### config.mk
export PLATFORM = sky130hd
export DESIGN_NAME = signed_divide_truncate_top
export DESIGN_NICKNAME = d
export VERILOG_FILES = /design/src/design/sdt_pkg.sv /design/src/design/sdt_ctrl.sv /design/src/design/sdt_dp.sv /design/src/design/signed_divide_truncate_top.sv
export SDC_FILE = /design/constraint.sdc
export NUM_CORES = 1
export LEC_CHECK = 0
export ABC_AREA = 1
export BUFFER_PORTS_ARGS = -buffer_cell sky130_fd_sc_hd__clkbuf_2
export CORE_ASPECT_RATIO = 2
export CORE_MARGIN = 2
export CORE_UTILIZATION = 50
export CTS_CLUSTER_DIAMETER = 30
export DETAILED_ROUTE_END_ITERATION = 8
export PLACE_DENSITY = 0.74
export SLEW_MARGIN = 10
export SYNTH_ARGS = -nofsm -noshare
export SYNTH_HDL_FRONTEND = slang
export SYNTH_SLANG_ARGS = --single-unit
### constraint.sdc
create_clock -name clk -period 8.8 [get_ports clk]
set_input_delay 1.76 -clock clk [delete_from_list [all_inputs] [get_ports clk]]
set_output_delay 1.76 -clock clk [all_outputs]
set_load 0.01 [all_outputs]
### src/design/sdt_pkg.sv
// ----------------------------------------------------------------------------
// sdt_pkg
// Shared constants, types and helpers for the signed truncating divider.
// ----------------------------------------------------------------------------
package sdt_pkg;

	localparam int Width = 32;
	localparam int CntW  = $clog2(Width);

	// most positive value, used for saturation
	localparam logic [Width-1:0] MaxPos = {1'b0, {(Width-1){1'b1}}};

	typedef enum logic [3:0] {
		S_IDLE  = 4'b0001,
		S_SETUP = 4'b0010,
		S_RUN   = 4'b0100,
		S_DONE  = 4'b1000
	} state_t;

	// controller -> datapath
	typedef struct packed {
		logic load;    // capture operands
		logic setup;   // take magnitudes, clear remainder
		logic step;    // one restoring iteration
		logic finish;  // sign fix-up into output register
	} cmd_t;

	// datapath -> controller
	typedef struct packed {
		logic out_free;  // output register empty or being drained
	} sts_t;

	// magnitude of a two's complement word
	function automatic logic [Width-1:0] mag_f(input logic [Width-1:0] v);
		logic [Width-1:0] r;
		r = v[Width-1] ? (~v + 1'b1) : v;
		return r;
	endfunction

endpackage

### src/design/sdt_ctrl.sv
// ----------------------------------------------------------------------------
// sdt_ctrl
// Sequencer for the divider: setup, one iteration per quotient bit, fix-up.
// ----------------------------------------------------------------------------
module sdt_ctrl (
	input  logic            clk,
	input  logic            arst_n,
	input  logic            s_tvalid,
	output logic            s_tready,
	input  sdt_pkg::sts_t   sts,
	output sdt_pkg::cmd_t   cmd
);

	sdt_pkg::state_t               state_q;
	sdt_pkg::state_t               state_nx;
	logic [sdt_pkg::CntW-1:0]      cnt_q;

	assign s_tready   = (state_q == sdt_pkg::S_IDLE);
	assign cmd.load   = s_tready && s_tvalid;
	assign cmd.setup  = (state_q == sdt_pkg::S_SETUP);
	assign cmd.step   = (state_q == sdt_pkg::S_RUN);
	assign cmd.finish = (state_q == sdt_pkg::S_DONE) && sts.out_free;

	always_comb begin
		state_nx = state_q;
		unique case (state_q)
			sdt_pkg::S_IDLE:  if (s_tvalid) state_nx = sdt_pkg::S_SETUP;
			sdt_pkg::S_SETUP: state_nx = sdt_pkg::S_RUN;
			sdt_pkg::S_RUN:   if (cnt_q == '0) state_nx = sdt_pkg::S_DONE;
			sdt_pkg::S_DONE:  if (sts.out_free) state_nx = sdt_pkg::S_IDLE;
			default:          state_nx = sdt_pkg::S_IDLE;
		endcase
	end

	always_ff @(posedge clk or negedge arst_n) begin
		if (!arst_n) begin
			state_q <= sdt_pkg::S_IDLE;
			cnt_q   <= '0;
		end else begin
			state_q <= state_nx;
			if (cmd.setup) begin
				cnt_q <= sdt_pkg::CntW'(sdt_pkg::Width - 1);
			end else if (cmd.step) begin
				cnt_q <= cnt_q - 1'b1;
			end
		end
	end

endmodule

### src/design/sdt_dp.sv
// ----------------------------------------------------------------------------
// sdt_dp
// Divider datapath: operand capture, restoring magnitude divide, sign
// fix-up and the output register.
// ----------------------------------------------------------------------------
module sdt_dp (
	input  logic                      clk,
	input  logic                      arst_n,
	input  logic [2*sdt_pkg::Width-1:0] s_tdata,
	input  sdt_pkg::cmd_t             cmd,
	output sdt_pkg::sts_t             sts,
	output logic                      m_tvalid,
	input  logic                      m_tready,
	output logic [sdt_pkg::Width-1:0] m_tdata,
	output logic [1:0]                m_tuser
);

	localparam int W = sdt_pkg::Width;

	logic [W-1:0] num_q;
	logic [W-1:0] den_q;
	logic [W-1:0] mb_q;
	logic [W-1:0] quo_q;
	logic [W-1:0] rem_q;
	logic         neg_q;
	logic         vld_q;
	logic [W:0]   trial;
	logic [W-1:0] q_fix;
	logic         ovf;
	logic         dz;

	assign sts.out_free = !vld_q || m_tready;
	assign m_tvalid     = vld_q;

	assign trial = {rem_q, quo_q[W-1]} - {1'b0, mb_q};

	// dividend bits are shifted out of quo_q while quotient bits shift in
	always_comb begin
		dz    = (mb_q == '0);
		ovf   = !dz && !neg_q && quo_q[W-1];
		q_fix = quo_q;
		priority if (dz) begin
			q_fix = '0;
		end else if (neg_q) begin
			q_fix = ~quo_q + 1'b1;
		end else if (ovf) begin
			q_fix = sdt_pkg::MaxPos;
		end
	end

	always_ff @(posedge clk) begin
		if (cmd.load) begin
			num_q <= s_tdata[W-1:0];
			den_q <= s_tdata[2*W-1:W];
		end
		if (cmd.setup) begin
			quo_q <= sdt_pkg::mag_f(num_q);
			mb_q  <= sdt_pkg::mag_f(den_q);
			neg_q <= num_q[W-1] ^ den_q[W-1];
			rem_q <= '0;
		end else if (cmd.step) begin
			if (!trial[W]) begin
				rem_q <= trial[W-1:0];
				quo_q <= {quo_q[W-2:0], 1'b1};
			end else begin
				rem_q <= {rem_q[W-2:0], quo_q[W-1]};
				quo_q <= {quo_q[W-2:0], 1'b0};
			end
		end
		if (cmd.finish) begin
			m_tdata <= q_fix;
			m_tuser <= {dz, ovf};
		end
	end

	always_ff @(posedge clk or negedge arst_n) begin
		if (!arst_n) begin
			vld_q <= 1'b0;
		end else if (cmd.finish) begin
			vld_q <= 1'b1;
		end else if (m_tready) begin
			vld_q <= 1'b0;
		end
	end

endmodule

### src/design/signed_divide_truncate_top.sv
// ----------------------------------------------------------------------------
// signed_divide_truncate_top
// Signed 32-bit divider, quotient truncated toward zero.
// ----------------------------------------------------------------------------
// Each word, once accepted, forms its operand magnitudes, then runs 32 restoring
// iterations of the single subtractor (one quotient bit each), then does the
// sign fix-up into the output register. A new word is accepted on the cycle
// after the fix-up, even if the previous result has not been taken yet; no new
// word is accepted while one is in progress. The fix-up waits while an older
// result still sits untaken in the output register. Most negative over minus
// one saturates to the largest positive value with overflow set; a zero
// divisor gives quotient 0 with div_by_zero set.
module signed_divide_truncate_top (
	input  logic        clk,
	input  logic        arst_n,
	input  logic        s_tvalid,
	output logic        s_tready,
	input  logic [63:0] s_tdata,   // [31:0] numerator, [63:32] denominator
	output logic        m_tvalid,
	input  logic        m_tready,
	output logic [31:0] m_tdata,   // [31:0] quotient
	output logic [1:0]  m_tuser    // [0] overflow, [1] div_by_zero
);

	sdt_pkg::cmd_t cmd;
	sdt_pkg::sts_t sts;

	sdt_ctrl u_ctrl (
		.clk      (clk),
		.arst_n   (arst_n),
		.s_tvalid (s_tvalid),
		.s_tready (s_tready),
		.sts      (sts),
		.cmd      (cmd)
	);

	sdt_dp u_dp (
		.clk      (clk),
		.arst_n   (arst_n),
		.s_tdata  (s_tdata),
		.cmd      (cmd),
		.sts      (sts),
		.m_tvalid (m_tvalid),
		.m_tready (m_tready),
		.m_tdata  (m_tdata),
		.m_tuser  (m_tuser)
	);

endmodule

==> run_results.csv <==
group,metric,value,unit
timing,fin_skew,0.01790,ns
timing,slew-limit-headroom,0.2961,
clock_network,h-tree-depth,1,
synth,synth_top_cell_by_area,"edfxtp_1",
timing,layout_worst_path_cycle_share,0.3901,
die,dieArea,27160,sq um
routing,drt-met1-wl,11360,microns
global_route,antenna_found_initial,5,
place,pre_cts_slack,5.590,ns
place,post-dp-hpwl,28430,microns
synth,yosys_warnings,0,
synth,synth_cells,1704,
final_layout,layout_commonest_cell,"nand2_1",
timing,maxSlewViolCount,0,
global_route,grt_max_degree,65,
timing,grt_setup_unrepaired,"no",
place,gp_congestion,0.9689,
routing,first_iter_violations,578,
setup_path,cp.arrival,1.67,ns
routing,wl_met2,19880,microns
synth,synth_nets,1810,
timing,tightest_slew,1.053,ns
final_layout,fillerInstances,2410,
setup_path,r2r_slack,5.85,ns
synth,synth-edff-count,163,
synth,synthFlopType,"edfxtp_1",
synth,synth.area.top_cells,"edfxtp_1, nand2_1, inv_1",
die,num_rows,83,
routing,drc,0,
routing,vias,11340,
routing,drt_wl_total,35920,microns
pwr,finalPower,0.003477,W
flow_run,cap_violations,0,
timing,finalHoldViolCount,0,
outcome,outcome,"finished clean",
pwr,vdd_drop_max,238.2,uV
clock_network,cts-resized-gates,0,
clock_network,cts_buffers,25,
synth,syn_area_per_cell,7.564,sq um
clock_network,cts.sinks,205,
final_layout,final_core_util,0.5687,
setup_path,cp-end-kind,"output port",
setup_path,start_kind,"register",
global_route,grt_overflow,0,
setup_path,critPathMaxFanout,3,
pwr,power_per_cell_area,239.3,nW/um^2
global_route,grt_pass1_vias,11420,
routing,top_layer_used,"met4",
place,io_buffer_count,103,
clock_network,cts_hold_buf,0,
routing,drtAntennaViolNets,0,
pwr,power_leakage,7.145,nW
timing,finalSetupViolations,0,
min_path,hp-class,"reg -> reg",
routing,firstDrtPassIters,5,
global_route,grt_pass1_wl,56600,microns
timing,fin_crit,3.433,ns
die,die_h,231.1,microns
clock_network,clock_latency,0.53,ns
synth,netlist-cell-type-count,48,
routing,wl_per_cell,16.58,microns
final_layout,final_cell_mix,"nand2_1, inv_1, edfxtp_1, nor2_1, nand3_1",
synth,syn-cell-area,12890,sq um
routing,met3_length,1256,microns
synth,ys_seq_area_frac,0.4489,
die,start_util,0.5046,
setup_path,criticalPathCategory,"reg -> out",
routing,drt-vias-per-instance,5.236,
clock_network,postCtsSetupBuffers,0,
timing,fin_tns_setup,0,ns
setup_path,crit_required,7.04,ns
timing,finalWorstSetupSlack,5.368,ns
clock_network,cts_tree,"yes",
global_route,track_usage,0.2654,
synth,synth_top_area_share,0.3797,
final_layout,drive_gt1_frac,0.1021,
die,ios,104,
synth,synthArstFlopShare,0.04878,
synth,synth-seq-cells,205,
die,core_area,25550,sq um
clock_network,clkTransAtPathRegs,0.06,ns
clock_network,cts-root-buf,"clkbuf_16",
clock_network,cts_buffer_depth,3,
final_layout,area_growth,12.72,%
die,die_x,117.5,microns
timing,fmax,291.3,MHz
final_layout,final_nets,1908,
==> registers in the layout (all words and copies together) (netlist names) <==
register and flops:
u_dp.mb_q 32, u_dp.m_tuser 2, u_dp.quo_q 32, u_dp.den_q 32
u_dp.rem_q 32, u_dp.m_tdata 32, u_dp.m_tvalid 1, u_dp.neg_q 1
u_ctrl.state_q 4, u_ctrl.cnt_q 5, u_dp.num_q 32
==> cells in the mapped netlist (19+ instances only) <==
cell,count
nor2_1,142
o21ai_0,68
ha_1,37
edfxtp_1,163
inv_1,312
xor2_1,51
dfxtp_1,32
nand3_1,123
nand3b_1,29
a21oi_1,36
clkbuf_1,19
nand2_1,529
==> critical path, cell delays in order (launching register included) <==
cell      delay [ns]
dfstp_2         0.56
inv_1           0.08
nor3_1          0.31
clkbuf_2        0.20
==> worst paths after layout <==
kind / end / start / depth (start not counted)
hold reg to reg: u_dp.rem_q[8] / u_dp.rem_q[8] / 2
setup / recovery: s_tready / u_ctrl.state_q[0] / 3
setup reg to reg: u_dp.quo_q[0] / u_dp.quo_q[31] / 15
hold / removal: u_dp.rem_q[8] / u_dp.rem_q[8] / 2
min in group asynchronous: u_ctrl.state_q[1] / arst_n / 1
max in group asynchronous: u_ctrl.state_q[0] / arst_n / 1
==> cell type report <==
cell class,instances,area [sq um],area share
antenna,5,12.51,0.0008612
clock buffer,28,636.9,0.04383
clock inverter,18,178.9,0.01231
inverter,315,1182,0.08138
multi-input combinational,1144,5731,0.3944
sequential,205,5787,0.3983
tap,340,425.4,0.02928
timing repair buffer,111,575.6,0.03961
==> cells by family (layout without fill, tap and decap cells) <==
logic type | Yosys count | count (layout) | share of synthesized area
other cells | 0 | 5 | 0
flops | 205 | 205 | 0.4489
fa+ha+maj | 38 | 38 | 0.03747
simple gates | 904 | 904 | 0.3028
xor+xnor | 63 | 63 | 0.04281
buf+inv | 355 | 472 | 0.1086
compound gates | 139 | 139 | 0.05941
==> metal layers <==
metal | vias up | GRT usage
li1 | 5629 | -
met1 | 5195 | 0.2295
met2 | 367 | 0.5289
met5 | - | 0
met4 | 0 | 0.2331
met3 | 150 | 0.02264
==> through the flow <==
stage          std cells  instance area, sq um  hold WS (ns)
3_5_place_dp        2115                 13700        0.4597
2_1_floorplan       1704                 12890        0.4264
3_3_place_gp        2115                 13700        0.4561
6_report            2166                 14530        0.4742
5_1_grt             2166                 14530        0.4934
4_1_cts             2161                 14510        0.4726
==> power breakdown <==
part	switching (W)	internal, W	leakage (nW)
clock network	0.000422	0.000591	0.384
registers	0.000159	0.00133	1.87
logic	0.000671	0.000300	4.90
total	0.00125	0.00223	7.14
No activity file was read; power rests on OpenSTA's default activity.
